**config.mk**
```make
export PLATFORM = sky130hd
export DESIGN_NAME = magstripe_track_char_decoder
export DESIGN_NICKNAME = d
export VERILOG_FILES = /design/src/sv/mstd_pkg.sv /design/src/sv/mstd_step.sv /design/src/sv/magstripe_track_char_decoder.sv
export SDC_FILE = /design/constraint.sdc
export NUM_CORES = 1
export LEC_CHECK = 0
export BUFFER_PORTS_ARGS = -buffer_cell sky130_fd_sc_hd__buf_2
export CELL_PAD_IN_SITES_DETAIL_PLACEMENT = 1
export CELL_PAD_IN_SITES_GLOBAL_PLACEMENT = 2
export CORE_ASPECT_RATIO = 0.5
export CORE_MARGIN = 2
export CORE_UTILIZATION = 36
export DETAILED_ROUTE_END_ITERATION = 12
export GPL_TIMING_DRIVEN = 0
export PLACE_DENSITY = 0.85
export SYNTH_ARGS = -nofsm -noshare
export SYNTH_HDL_FRONTEND = slang
export SYNTH_SLANG_ARGS = --single-unit
```
**constraint.sdc**
```tcl
create_clock -name clk_i -period 4.8 [get_ports clk_i]
set_input_delay 0.72 -clock clk_i [delete_from_list [all_inputs] [get_ports clk_i]]
set_output_delay 0.72 -clock clk_i [all_outputs]
set_load 0.005 [all_outputs]
```
**src/sv/mstd_pkg.sv**
```systemverilog
package mstd_pkg;

  // Field widths of the track decoder.
  localparam int unsigned CharW   = 5;
  localparam int unsigned AsciiW  = 7;
  localparam int unsigned StatusW = 3;
  localparam int unsigned CountW  = 7;
  localparam int unsigned IdxW    = 3;
  localparam int unsigned PhaseW  = 2;

  // Default for the top-level parameter.
  localparam int unsigned MAX_TRACK_CHARS_DEF = 107;

  // Reset values of the configuration registers.
  localparam logic [CountW-1:0] MIN_CHARS_RST = 7'd16;
  localparam logic [CountW-1:0] MAX_CHARS_RST = 7'd40;

  // Configuration register indexes.
  localparam logic CFG_MIN_CHARS = 1'b0;
  localparam logic CFG_MAX_CHARS = 1'b1;

  // Decoder phases.
  localparam logic [PhaseW-1:0] PH_HUNT    = 2'd0;
  localparam logic [PhaseW-1:0] PH_COLLECT = 2'd1;
  localparam logic [PhaseW-1:0] PH_END     = 2'd2;

  // Character constants.
  localparam logic [CharW-1:0]  START_SENTINEL = 5'h0B;
  localparam logic [CharW-1:0]  END_SENTINEL   = 5'h1F;
  localparam logic [AsciiW-1:0] ASCII_OFFSET   = 7'h30;
  localparam logic [IdxW-1:0]   BITS_PER_CHAR  = 3'd5;

  // Result status codes.
  localparam logic [StatusW-1:0] ST_CHAR    = 3'd0;
  localparam logic [StatusW-1:0] ST_OK      = 3'd1;
  localparam logic [StatusW-1:0] ST_PARITY  = 3'd2;
  localparam logic [StatusW-1:0] ST_LENGTH  = 3'd3;
  localparam logic [StatusW-1:0] ST_NOSTART = 3'd4;
  localparam logic [StatusW-1:0] ST_NODATA  = 3'd5;

  // Decoder state carried from one bit to the next.
  typedef struct packed {
    logic [PhaseW-1:0] phase;
    logic [IdxW-1:0]   bit_index;
    logic [CharW-1:0]  char_shift;
    logic [CountW-1:0] char_count;
  } dec_state_t;

  // One result as produced by the step logic.
  typedef struct packed {
    logic               have;
    logic [CharW-1:0]   char_code;
    logic [AsciiW-1:0]  ascii_char;
    logic [StatusW-1:0] status;
    logic               last;
  } dec_result_t;

endpackage

```
**src/sv/mstd_step.sv**
```systemverilog
module mstd_step
  import mstd_pkg::*;
#(
  parameter int unsigned MaxTrackChars = MAX_TRACK_CHARS_DEF
) (
  input  dec_state_t        state_i,
  input  logic              raw_bit_i,
  input  logic              swipe_end_i,
  input  logic [CountW-1:0] min_chars_i,
  input  logic [CountW-1:0] max_chars_i,
  output dec_state_t        state_o,
  output dec_result_t       result_o
);

  localparam logic [CountW-1:0] MaxLimit = CountW'(MaxTrackChars);

  logic              data_bit;
  logic [CountW-1:0] eff_max;
  logic [CharW-1:0]  shift_new;
  logic [IdxW-1:0]   idx_new;
  logic [CountW:0]   count_inc;
  dec_state_t        st;
  dec_result_t       res;

  // The data line is active low.
  assign data_bit  = ~raw_bit_i;
  assign eff_max   = (max_chars_i > MaxLimit) ? MaxLimit : max_chars_i;
  assign shift_new = state_i.char_shift | (CharW'(data_bit) << state_i.bit_index);
  assign idx_new   = state_i.bit_index + 3'd1;
  assign count_inc = {1'b0, state_i.char_count} + 8'd1;

  // Per-bit update of the decoder and the result it causes.
  always_comb begin
    st  = state_i;
    res = '0;

    unique case (state_i.phase)
      PH_HUNT: begin
        // Skip leading zeros; the first one is bit zero of the start sentinel.
        if (data_bit) begin
          st.phase      = PH_COLLECT;
          st.char_shift = 5'd1;
          st.bit_index  = 3'd1;
        end
      end
      PH_COLLECT: begin
        st.char_shift = shift_new;
        st.bit_index  = idx_new;
        if (idx_new >= BITS_PER_CHAR) begin
          st.bit_index  = '0;
          st.char_shift = '0;
          res.have      = 1'b1;
          res.status    = ST_CHAR;
          if (shift_new == '0) begin
            // An all-zero character ends the track without being counted.
            res.last   = 1'b1;
            res.status = (state_i.char_count >= min_chars_i &&
                          state_i.char_count <= eff_max) ? ST_OK : ST_LENGTH;
          end else begin
            res.char_code  = shift_new;
            res.ascii_char = {3'b000, shift_new[3:0]} + ASCII_OFFSET;
            if (state_i.char_count == '0 && shift_new != START_SENTINEL) begin
              res.last   = 1'b1;
              res.status = ST_NOSTART;
            end else if (!(^shift_new)) begin
              res.last   = 1'b1;
              res.status = ST_PARITY;
            end else if (count_inc > {1'b0, eff_max}) begin
              res.last   = 1'b1;
              res.status = ST_LENGTH;
            end else begin
              st.char_count = count_inc[CountW-1:0];
              if (shift_new == END_SENTINEL) begin
                res.last   = 1'b1;
                res.status = (count_inc[CountW-1:0] >= min_chars_i) ? ST_OK : ST_LENGTH;
              end
            end
          end
        end
      end
      default: begin
        // Track has ended; bits are ignored until the swipe ends.
      end
    endcase

    if (swipe_end_i) begin
      // A swipe cut short still closes the track with a verdict.
      if (!res.last && !st.phase[1]) begin
        res.have = 1'b1;
        res.last = 1'b1;
        if (st.phase == PH_HUNT) begin
          res.status = ST_NODATA;
        end else if (st.char_count == '0) begin
          res.status = ST_NOSTART;
        end else begin
          res.status = ST_LENGTH;
        end
      end
      st = '0;
    end else if (res.last) begin
      st.phase      = PH_END;
      st.bit_index  = '0;
      st.char_shift = '0;
    end
  end

  assign state_o  = st;
  assign result_o = res;

endmodule

```
**src/sv/magstripe_track_char_decoder.sv**
```systemverilog
// Channel   Direction  Payload                                     Transfer
// s_axis    in         tdata[0] raw_bit, tlast swipe_end           tvalid & tready
// m_axis    out        tdata char_code/ascii_char, tuser status,   tvalid & tready
//                      tlast last
// cfg       in         index 0 min_chars, 1 max_chars              cfg_we_i
//
// One raw bit is taken every cycle unless the output stalls; a bit passes an
// input register and the decode logic, and its result (if any) is registered.
// Both stages advance together when the result register is empty or drained.
// A stalled result register holds the input stage; the pipeline holds two bits.
// Reset clears the decoder to hunting and the registers to 16 and 40.
module magstripe_track_char_decoder
  import mstd_pkg::*;
#(
  parameter int unsigned MAX_TRACK_CHARS = MAX_TRACK_CHARS_DEF
) (
  input  logic               clk_i,
  input  logic               rst_ni,
  // Configuration writes.
  input  logic               cfg_we_i,
  input  logic               cfg_idx_i,
  input  logic [CountW-1:0]  cfg_wdata_i,
  // Raw track bits.
  input  logic               s_axis_tvalid,
  output logic               s_axis_tready,
  input  logic [7:0]         s_axis_tdata,   // [0] raw_bit, [7:1] zero
  input  logic               s_axis_tlast,   // swipe_end
  // Decoded characters.
  output logic               m_axis_tvalid,
  input  logic               m_axis_tready,
  output logic [15:0]        m_axis_tdata,   // [4:0] char_code, [11:5] ascii_char,
                                             // [15:12] zero
  output logic [StatusW-1:0] m_axis_tuser,   // [2:0] status
  output logic               m_axis_tlast    // last
);

  logic [CountW-1:0] min_chars_q;
  logic [CountW-1:0] max_chars_q;
  logic              in_valid_q, in_valid_d;
  logic              in_bit_q;
  logic              in_end_q;
  logic              out_valid_q, out_valid_d;
  dec_result_t       out_q;
  dec_state_t        state_q;
  dec_state_t        state_d;
  dec_result_t       result;
  logic              s_xfer;
  logic              advance;

  assign advance       = in_valid_q && (!out_valid_q || m_axis_tready);
  assign s_axis_tready = !in_valid_q || advance;
  assign s_xfer        = s_axis_tvalid && s_axis_tready;

  // Configuration registers.
  always_ff @(posedge clk_i or negedge rst_ni) begin
    if (!rst_ni) begin
      min_chars_q <= MIN_CHARS_RST;
      max_chars_q <= MAX_CHARS_RST;
    end else if (cfg_we_i) begin
      unique case (cfg_idx_i)
        CFG_MIN_CHARS: min_chars_q <= cfg_wdata_i;
        CFG_MAX_CHARS: max_chars_q <= cfg_wdata_i;
        default: ;
      endcase
    end
  end

  // Input register.
  assign in_valid_d = s_xfer ? 1'b1 : (advance ? 1'b0 : in_valid_q);

  always_ff @(posedge clk_i or negedge rst_ni) begin
    if (!rst_ni) begin
      in_valid_q <= 1'b0;
    end else begin
      in_valid_q <= in_valid_d;
    end
  end

  always_ff @(posedge clk_i) begin
    if (s_xfer) begin
      in_bit_q <= s_axis_tdata[0];
      in_end_q <= s_axis_tlast;
    end
  end

  // Per-bit decode.
  mstd_step #(
    .MaxTrackChars(MAX_TRACK_CHARS)
  ) u_step (
    .state_i    (state_q),
    .raw_bit_i  (in_bit_q),
    .swipe_end_i(in_end_q),
    .min_chars_i(min_chars_q),
    .max_chars_i(max_chars_q),
    .state_o    (state_d),
    .result_o   (result)
  );

  // Decoder state moves only when a bit leaves the input register.
  always_ff @(posedge clk_i or negedge rst_ni) begin
    if (!rst_ni) begin
      state_q <= '0;
    end else if (advance) begin
      state_q <= state_d;
    end
  end

  // Result register.
  assign out_valid_d = advance ? result.have : (out_valid_q && !m_axis_tready);

  always_ff @(posedge clk_i or negedge rst_ni) begin
    if (!rst_ni) begin
      out_valid_q <= 1'b0;
    end else begin
      out_valid_q <= out_valid_d;
    end
  end

  always_ff @(posedge clk_i) begin
    if (advance) begin
      out_q <= result;
    end
  end

  assign m_axis_tvalid = out_valid_q;
  assign m_axis_tdata  = {4'b0000, out_q.ascii_char, out_q.char_code};
  assign m_axis_tuser  = out_q.status;
  assign m_axis_tlast  = out_q.last;

`ifndef ASSERT_OFF
  // A character is never gathered past its fifth bit.
  assert property (@(posedge clk_i) disable iff (!rst_ni)
    state_q.bit_index < BITS_PER_CHAR)
    else $error("bit index ran past one character");

  // The count never passes the build-time ceiling.
  assert property (@(posedge clk_i) disable iff (!rst_ni)
    state_q.char_count <= CountW'(MAX_TRACK_CHARS))
    else $error("character count above ceiling");

  // Only a plain character result leaves the track open.
  assert property (@(posedge clk_i) disable iff (!rst_ni)
    out_valid_q |-> ((out_q.status == ST_CHAR) == !out_q.last))
    else $error("status and last disagree");

  // The end of a swipe always returns the decoder to idle.
  assert property (@(posedge clk_i) disable iff (!rst_ni)
    advance && in_end_q |=> state_q == '0)
    else $error("decoder not idle after swipe end");
`endif

endmodule

```
* Word-level counts from Yosys, hierarchy flattened
Cells that the tools add are included.
Operators by class: add/sub/neg operators 3, $mul 0, div/mod/pow operators 0, $lt $le $gt $ge 6, equality and inequality tests 4, shifts and indexed selects 1, mux-type cells 32, bitwise operators 5, reduce and logical (&&, ||, !) cells 25
Operator list (count):
- $mux W7 | 7
- $mux W17 | 2
- $mux W10 | 3
- $mux W4 | 7
- $pmux W8 S2 | 1
- $mux W15 | 1
- $ge A7 B7 Y1 | 2
- $logic_not A7 Y1 | 2
- $mux W12 | 1
- $add A7 B1 Y8 const B | 1
- $gt A8 B7 Y1 | 1
- $add A4 B6 Y7 const B | 1
- $gt A7 B7 Y1 const B | 1
- $le A7 B7 Y1 | 1
- $logic_and A1 B1 Y1 | 6
- $mux W2 | 3
- $mux W3 | 2
- $eq A5 B5 Y1 const B | 1
- $logic_not A1 Y1 | 5
- $logic_not A5 Y1 | 1
- $mux W1 | 5
- $ne A5 B4 Y1 const B | 1
- $or A5 B5 Y5 | 1
- $reduce_xor A5 Y1 | 1
- other kinds (13) | 19
Word-level totals: bits in registers 51, bits in latches 0, RAM bits 0, bits in read-only memories 0, input port bits 22, output and inout bits 22, word-level logic and storage cells 90, memories 0

* Logic depth before layout (Yosys ltp)
Gate-level depths: netlist of the first run.
depth after elaboration 16, depth in mapped cells 13, gate-level depth less buffers 12

* Cells and area by module
A second synthesis of the first run with hierarchy kept.
Second synthesis, totals: cells, all modules 335, area, all modules 3508.4 um^2
By module, submodules not included:
- magstripe_track_char_decoder | instances 1, cells each 99, area an instance 1878.1 um^2, seq. area each 1370.1 um^2
- mstd_step | instances 1, cells each 236, area an instance 1630.3 um^2, seq. area each 0.0 um^2

* Least setup slack after synthesis of the first run
No wires, ideal clock.
path kind flip-flop to flip-flop, start register state_q[0] (netlist bit), end register out_q, in the netlist m_axis_tuser[1] (data pin), setup time 277 ps, arrival 3138 ps, required time 4523 ps, setup slack 1384 ps, cell stages (with the launch flop) 14, path buffers 1, period minus slack after synthesis 3416 ps, cells stage by stage dfrtp_1 ha_1 and3_1 buf_2 nand3_1 xnor2_1 ha_1 nand3_1 or4_1 a32oi_1 o21ai_2 or4_1 a32oi_1 a311oi_1
RTL lines:
- from (decl) | line magstripe_track_char_decoder.sv:44 | dec_state_t state_q;
- from (signal assigned) | line magstripe_track_char_decoder.sv:104 | state_q <= state_d;
- to (signal assigned) | line magstripe_track_char_decoder.sv:121 | out_q <= result;
- to (decl) | line magstripe_track_char_decoder.sv:43 | dec_result_t out_q;

==> results of run 1 <==
where the power goes:
part	switching (W)	internal, W	leakage, nW
clock network	0.000153	0.000242	0.0797
logic	0.000572	0.000365	1.08
registers	0.0000888	0.000477	0.535
cell usage in the layout (no fill, tap or decap), drive strengths merged, types with 4 or more instances in the layout:
cell type	netlist	final
a21oi	20	20
a31oi	14	14
and2	4	4
buf	14	45
clkbuf	2	7
conb	1	5
dfrtp	30	30
edfxtp	12	12
ha	37	37
inv	29	29
mux2	8	8
nand2	30	30
nand2b	6	6
nand3	11	11
nor2	22	22
nor3	9	9
o21ai	23	23
o22ai	7	7
o31ai	6	6
or2	4	4
xnor2	5	5
registers in the layout, indices dropped and copies added (netlist names):
register and cells:
m_axis_tlast 1, state_q 17, m_axis_tdata 6, m_axis_tvalid 1
min_chars_q 7, m_axis_tuser 3, max_chars_q 7, in_valid_q 1
in_bit_q 1, in_end_q 1
synth_stat cells (all sizes together), types with 4 or more instances:
master | n | share of area [%]
ha | 37 | 14
o22ai | 7 | 1.4
nand2 | 30 | 3.5
a31oi | 14 | 2.7
and2 | 4 | 0.78
mux2 | 8 | 2.8
buf | 14 | 3.0
or2 | 4 | 0.78
xnor2 | 5 | 1.4
a21oi | 20 | 3.1
edfxtp | 12 | 11
dfrtp | 30 | 23
nand3 | 11 | 1.7
nor3 | 9 | 1.9
nand2b | 6 | 1.2
o21ai | 23 | 3.8
inv | 29 | 3.4
o31ai | 6 | 1.6
nor2 | 22 | 2.8
worst reg2reg max path, delay by kind of cell (launching register included):
kind,cells,cell delay [ns]
fa+ha+maj,2,0.66
flops,1,0.48
buf+inv,1,0.15
simple gates,5,1.43
xor+xnor,1,0.20
compound gates,4,0.76
metal layers:
metal | track usage (%) | part of all wire, %
met4 | 5.384 | 2.0
met3 | 3.943 | 3.0
met5 | 0 | 0
met1 | 24.27 | 47
met2 | 34.00 | 49
cells by family after synthesis:
kind of cell	share of synthesized area [%]
muxes	2.819
xor gates and xnor gates	2.193
AOI/OAI and AO/OA	19.77
other	0.1174
buffers and inverters	6.734
and+or+nand+nor	16.64
adders and majority gates	14.49
DFF	37.24
metrics by stage:
| stage | hold WS [ns] | setup slack, ns |
|---|---|---|
| final | 0.4968 | 0.8458 |
| after global routing | 0.5479 | 0.6907 |
| after CTS | 0.4988 | 0.8696 |
| after detailed placement | 0.4795 | 0.8710 |
| after global placement | 0.4653 | 0.9387 |
| after floorplan | 0.4244 | 1.384 |
final cells by class:
type	count	area (sq um)	share of cell area, %
plain buffers	16	102.6	2.794
clock buffers	5	125.1	3.407
clock inverters	2	35.03	0.9540
inverters	30	112.6	3.066
multi-input cells	257	1805	49.17
flip-flops and latches	45	1190	32.40
well taps	117	146.4	3.986
repair buffers	31	155.1	4.225
path summary, 6_finish.rpt:
check                            from               to  slack [ns]  depth (start not counted)
min in group asynchronous      rst_ni   min_chars_q[3]        0.52                          1
hold / removal             state_q[9]       state_q[9]        0.50                          2
hold reg to reg            state_q[9]       state_q[9]        0.50                          2
max in group asynchronous      rst_ni       state_q[4]        3.77                          1
setup / recovery           state_q[0]  m_axis_tuser[1]        0.85                         13
setup reg to reg           state_q[0]  m_axis_tuser[1]        0.85                         13
==> metrics.txt, run 1 <==
status=finished clean; Gates resized, CTS repair=0; min Tclk post-route=3.954 ns; routed len/inst=17.38 um; Clock Latency Late Sink=0.29 ns; Final ANT Viol Nets=0; initial DRC count=140; synthesized area per cell=9.289 sq um; Final Instance Area=3672 sq um; Sink Count=45; CP max stage delay=0.57 ns; overflow left after global routing=0; Detail Placement HPWL=6746 um; critical path arrival=3.97 ns; Sum Neg Setup Slack=0 ns; Initial Utilization=36.82%; crit end category=register; num rows=24; fmax=252.9 MHz; CTS max path bufs=2; Post-CTS Setup Bufs=0; Crit path buffers/inverters=1; Ys Warns=0; fin crit share=82.38%; Fillers=1013; worst endpoint required time=4.81 ns; ANT cells=0; Rel. slew slack=46.19%; routed wire length=8741 um; PortBufs=31; core area=8678 sq um; Clk pin slew, worst setup/hold paths=0.07 ns; crit-path cells=ha_1 > and3_1 > buf_2 > nand3_1 > xnor2_1 > ha_1 > nand3_1 > or4_1 > a32oi_1 > o21ai_2 > or4_1 > a32oi_1 > a311oi_1; TritonRoute pass-1 iters=4; Post-synth EDFFs=12; Final Instance Count excl. Fillers=503; top_reg_cell synth=dfrtp_1; crit path max fanout=7; largest net degree at the start of global routing=34; Finished Core Util=42.32%; CP max stage cell=or4_1; vias in the first global route=2889; crit path launch type=register; register area share after synthesis=37.24%; P&R area growth vs syn=14.92%; post-synth cell types=59; TritonCTS clock tree=yes; max-slew violation count=0; number of CTS-inserted buffers=5; via/cell ratio=5.392; first-pass GRT wire length=14680 um; max_cap viols=0; kind of critical path=reg2reg; gpl congestion=0.9139; Global Route Usage Sum=19.35%; die area=9692 sq um; Synth Register Bits=45; Leak=1.698 nW; placed cells=496; Syn Std Cell Area=3196 sq um; Slew @ Worst Pin=0.8071 ns; Die X=137.2 um; cts hold-fix bufs=0; Final Hold Vio Count=0; DRC=0; Layout Nets=445; Area after DPL=3512 sq um; Top-Level Pins=44; antenna violations before repair=0; delay-heaviest family, CP=simple AND/OR/NAND/NOR gates; H-Tree Level Count=2; VDD IR max=0.1756 mV; Total Power=0.001898 W; layout cells sized above 1=19.43%; Hold WC Path Type=reg2reg; Final setup viols=0; gate count of the mapped netlist=344; root buf cell=clkbuf_16; Setup Skew=0.01024 ns; Power Density=516.8 nW/um^2; async set or reset register ratio after synthesis=73.33%; DR vias=2712; Vert. Die Dim=70.62 um; unrepaired setup endpoints after global routing=no
(Power assumes the default switching activity.)
==> run 2: changes to the inputs <==
--- a/config.mk
+++ b/config.mk
@@ -10,10 +10,10 @@
 export CELL_PAD_IN_SITES_GLOBAL_PLACEMENT = 2
 export CORE_ASPECT_RATIO = 0.5
 export CORE_MARGIN = 2
-export CORE_UTILIZATION = 36
+export CORE_UTILIZATION = 32
 export DETAILED_ROUTE_END_ITERATION = 12
 export GPL_TIMING_DRIVEN = 0
-export PLACE_DENSITY = 0.85
+export PLACE_DENSITY = 0.8
 export SYNTH_ARGS = -nofsm -noshare
 export SYNTH_HDL_FRONTEND = slang
 export SYNTH_SLANG_ARGS = --single-unit
==> constraint.sdc (replaced) <==
create_clock -name clk_i -period 3.54 [get_ports clk_i]
set_input_delay 0.531 -clock clk_i [delete_from_list [all_inputs] [get_ports clk_i]]
set_output_delay 0.531 -clock clk_i [all_outputs]
set_load 0.005 [all_outputs]
==> metrics.txt, run 2 (synthesis gave the netlist of run 1 again) <==
reg2reg start=state_q[0]; fin crit share=99.75%; Setup Skew=0.01087 ns; Power Density=716.7 nW/um^2; routed wire length=9400 um; Top-Level Pins=44; Sum Neg Setup Slack=0 ns; Clock Latency Late Sink=0.31 ns; DR vias=2785; num rows=25; max reg flops=17; status=finished clean; most frequent cells in the layout=ha_1, buf_2, nand2_1, inv_1, dfrtp_1; Clk pin slew, worst setup/hold paths=0.07 ns; Crit path buffers/inverters=1; PortBufs=31; CP max stage delay=0.56 ns; max_cap viols=0; CP max stage cell=or4_4; WHS=0.3297 ns; crit end category=register; crit path launch type=register; layout cells sized above 1=28.68%; Hold WC Path Type=in2async; vias in the first global route=2959; pre-CTS setup slack=-0.3806 ns; Rel. slew slack=43.55%; crit-path cells=buf_6 > nand3_4 > nor3_4 > xor2_2 > ha_1 > nand3_2 > or4_4 > a32oi_4 > o21ai_4 > or4_1 > a32oi_1 > a311oi_1; TritonCTS clock tree=yes; P&R area growth vs syn=26.70%; delay-heaviest family, CP=simple AND/OR/NAND/NOR gates; Final Instance Area=4049 sq um; placed cells=514; number of CTS-inserted buffers=5; die area=10850 sq um; ANT cells=0; kind of critical path=reg2reg; min Tclk post-route=3.531 ns; Vert. Die Dim=74.66 um; Die X=145.3 um; commonest non-fill, non-tap cell in the layout=ha_1; VDD IR max=0.2681 mV; Global Route Usage Sum=17.72%; Detail Placement HPWL=6812 um; Worst Setup SP=state_q[0]; via/cell ratio=5.196; DRC=0; worst endpoint required time=3.57 ns; max-slew violation count=0; Largest regs=state_q: 17 flops, max_chars_q: 7 flops, min_chars_q: 7 flops; fmax=283.2 MHz; Final ANT Viol Nets=0; Largest Register=state_q; cts hold-fix bufs=0; first-pass GRT wire length=14850 um; routed len/inst=17.54 um; Final Instance Count excl. Fillers=536; unrepaired setup endpoints after global routing=yes; Layout Nets=459; crit path max fanout=6; Area after DPL=3535 sq um; H-Tree Level Count=2; critical path arrival=3.56 ns; core area=9572 sq um; Final setup viols=0; CTS max path bufs=2; largest net degree at the start of global routing=34; Sink Count=45; Slew @ Worst Pin=0.8468 ns; fin worst setup slack=0.008977 ns; root buf cell=clkbuf_16; Final Hold Vio Count=0; overflow left after global routing=0; Leak=1.808 nW; TritonRoute pass-1 iters=4; Initial Utilization=33.39%; initial DRC count=115; antenna violations before repair=0; gpl congestion=0.8437
run 2: changes by cell type in the layout (fill, tap and decap cells not counted), sizes merged:
cell      before  now
clkinv         2    1
clkinvlp       0    1
bufinv         1    2
buf           45   59
run 2: path summary, 6_finish.rpt:
kind	endpoint	slack, ns	depth (start not counted)
worst max-delay path	m_axis_tuser[1]	0.009	12
worst min-delay path	min_chars_q[3]	0.33	1
worst max register to register	m_axis_tuser[1]	0.009	12
worst min register to register	state_q[8]	0.49	2
max in group asynchronous	state_q[12]	2.62	1
min in group clk_i	in_end_q	0.40	1
run 2: report_power, final:
part           internal, W  total (W)  leakage, nW  switching [W]
Combinational     0.000608    0.00150         1.19       0.000892
Clock             0.000408   0.000635       0.0944       0.000228
Sequential        0.000653   0.000767        0.528       0.000114
run 2: what timing repair did:
item | CTS | global route
resized for setup | 15 | 24
buffers inserted | 5 | 9
setup endpoints to repair | 12 | 12
pin swaps | 1 | 15
run 2: layer usage:
layer | track usage [%] | up-vias | wire length [um]
li1 | - | 1353 | -
met1 | 20.99 | 1375 | 4147
met2 | 32.75 | 41 | 4749
met3 | 4.727 | 16 | 317
met4 | 5.120 | 0 | 185
met5 | 0 | - | 0
run 2: per-stage QoR:
step                      power [W]  util [%]
final                      0.002902     42.30
after global routing       0.003130     42.30
after CTS                  0.002772     40.10
after detailed placement   0.002023     36.93
after global placement     0.001942     36.93
after floorplan            0.001641         -
run 2: worst reg2reg max path, delay by kind of cell (launching register included):
| family | cells | cell delay (ns) |
|---|---|---|
| adder cells (fa/ha/maj) | 1 | 0.35 |
| flip-flops | 1 | 0.39 |
| AND/OR/NAND/NOR | 5 | 1.57 |
| AO/OA/AOI/OAI | 4 | 0.68 |
| XOR/XNOR | 1 | 0.12 |
| buffers and inverters | 1 | 0.15 |
run 2: final cells by class:
| class | count | area [sq um] |
|---|---|---|
| clock buffer | 5 | 125.1 |
| tap | 135 | 168.9 |
| buffer | 16 | 111.4 |
| fill | 1121 | 5523 |
| multi-input combinational | 257 | 1998 |
| clock inverter | 3 | 68.82 |
| timing repair buffer | 45 | 264.0 |
| sequential | 45 | 1196 |
| inverter | 30 | 116.4 |
==> run 3: changes to the inputs <==
--- a/config.mk
+++ b/config.mk
@@ -10,10 +10,10 @@
 export CELL_PAD_IN_SITES_GLOBAL_PLACEMENT = 2
 export CORE_ASPECT_RATIO = 0.5
 export CORE_MARGIN = 2
-export CORE_UTILIZATION = 32
+export CORE_UTILIZATION = 36
 export DETAILED_ROUTE_END_ITERATION = 12
 export GPL_TIMING_DRIVEN = 0
-export PLACE_DENSITY = 0.8
+export PLACE_DENSITY = 0.85
 export SYNTH_ARGS = -nofsm -noshare
 export SYNTH_HDL_FRONTEND = slang
 export SYNTH_SLANG_ARGS = --single-unit
==> constraint.sdc (replaced) <==
create_clock -name clk_i -period 4 [get_ports clk_i]
set_input_delay 0.6 -clock clk_i [delete_from_list [all_inputs] [get_ports clk_i]]
set_output_delay 0.6 -clock clk_i [all_outputs]
set_load 0.005 [all_outputs]
==> metrics.txt, run 3 (synthesis gave the netlist of run 1 again) <==
die area=9692 sq um; CTS max path bufs=2; DR vias=2718; largest net degree at the start of global routing=34; first-pass GRT wire length=14680 um; H-Tree Level Count=2; TritonCTS clock tree=yes; antenna violations before repair=0; max-slew violation count=0; Detail Placement HPWL=6746 um; Final ANT Viol Nets=0; number of CTS-inserted buffers=5; status=finished clean; Vert. Die Dim=70.62 um; max reg flops=17; Layout Nets=445; Final Hold Vio Count=0; Global Route Usage Sum=19.35%; max_cap viols=0; Sum Neg Setup Slack=0 ns; Worst R2R End=m_axis_tuser[1]; Largest Register=state_q; ANT cells=0; Clock Latency Late Sink=0.29 ns; Worst setup endpoint=m_axis_tuser[1]; Clk pin slew, worst setup/hold paths=0.07 ns; VDD IR max=0.2108 mV; Leak=1.695 nW; P&R area growth vs syn=15.19%; Setup Skew=0.01055 ns; fin crit share=95.79%; min Tclk post-route=3.832 ns; crit path max fanout=7; Worst Setup SP=state_q[1]; Top-Level Pins=44; Fillers=1013; Final Instance Count excl. Fillers=503; Largest regs=state_q: 17 flops, max_chars_q: 7 flops, min_chars_q: 7 flops; Slew @ Worst Pin=0.8088 ns; TritonRoute pass-1 iters=4; gpl congestion=0.9139; worst reg2reg path depth=13; R2R setup slack=0.17 ns; Hold WC Path Type=in2async; layout cells sized above 1=20.21%; num rows=24; vias in the first global route=2889; root buf cell=clkbuf_16; unrepaired setup endpoints after global routing=no; via/cell ratio=5.404; Initial Utilization=36.82%; commonest non-fill, non-tap cell in the layout=ha_1; DRC=0; initial DRC count=145; PortBufs=31; overflow left after global routing=0; Sink Count=45; Power Density=620.0 nW/um^2; critical path arrival=3.84 ns; Die X=137.2 um; crit path launch type=register; routed wire length=8763 um; fmax=261.0 MHz; most frequent cells in the layout=ha_1, buf_2, nand2_1, dfrtp_1, inv_1; worst endpoint required time=4.01 ns; reg2reg start=state_q[1]; Gates resized, CTS repair=0; core area=8678 sq um; kind of critical path=reg2reg; placed cells=496; Rel. slew slack=46.08%; routed len/inst=17.42 um; crit end category=register; Post-CTS Setup Bufs=0; Final setup viols=0; cts hold-fix bufs=0
-- run 3: worst min path at each step --
stage                          end  slack [ns]  cells after the start  startpoint
floorplan               in_valid_q        0.30                      0      rst_ni
global placement        state_q[8]        0.47                      2  state_q[8]
detailed placement      state_q[9]        0.48                      2  state_q[9]
CTS                 min_chars_q[5]        0.43                      1      rst_ni
global route        min_chars_q[3]        0.46                      1      rst_ni
finish              min_chars_q[3]        0.40                      1      rst_ni
-- run 3: report_power, final --
part / switching (W) / leakage [nW] / internal (W)
logic: 0.000689 / 1.08 / 0.000438
clock network: 0.000184 / 0.0797 / 0.000291
registers: 0.000106 / 0.533 / 0.000574
total: 0.000980 / 1.69 / 0.00130
-- run 3: area by class of cell --
cell class                      instances  area, sq um  area share (%)
Multi-Input combinational cell        257         1813           49.25
Sequential cell                        45         1191           32.36
Timing Repair Buffer                   31        155.1           4.215
Tap cell                              117        146.4           3.977
Clock buffer                            5        125.1           3.399
Inverter                               30        112.6           3.059
Buffer                                 16        102.6           2.787
Clock inverter                          2        35.03          0.9517
-- run 3: per-stage QoR --
stage | utilization [%] | hold WS (ns) | total power (W) | setup slack, ns | area, sq um
finish | 42.42 | 0.3974 | 0.002282 | 0.1683 | 3681
global route | 42.42 | 0.4578 | 0.002460 | 0.01576 | 3681
CTS | 42.32 | 0.4252 | 0.002285 | 0.06956 | 3672
detailed placement | 40.47 | 0.4795 | 0.001781 | 0.07098 | 3512
global placement | 40.47 | 0.4653 | 0.001712 | 0.1387 | 3512
floorplan | - | 0.3044 | 0.001452 | 0.5844 | 3211
-- run 3: worst max-delay path, stage by stage, from the launching register on --
cell      delay (ns)
dfrtp_1         0.44
ha_2            0.28
and3_1          0.16
buf_2           0.15
nand3_1         0.16
xnor2_1         0.19
ha_1            0.33
nand3_1         0.08
or4_1           0.43
a32oi_1         0.26
o21ai_2         0.18
or4_1           0.57
a32oi_1         0.23
a311oi_1        0.08
-- run 3: routing by layer --
metal / share of wire, % / routed length, um / vias up / global-route usage (%)
li1: - / - / 1320 / -
met1: 46 / 4041 / 1330 / 24.27
met2: 49 / 4272 / 53 / 34.00
met3: 3.3 / 286 / 15 / 3.943
met4: 1.8 / 162 / 0 / 5.384
met5: 0 / 0 / - / 0
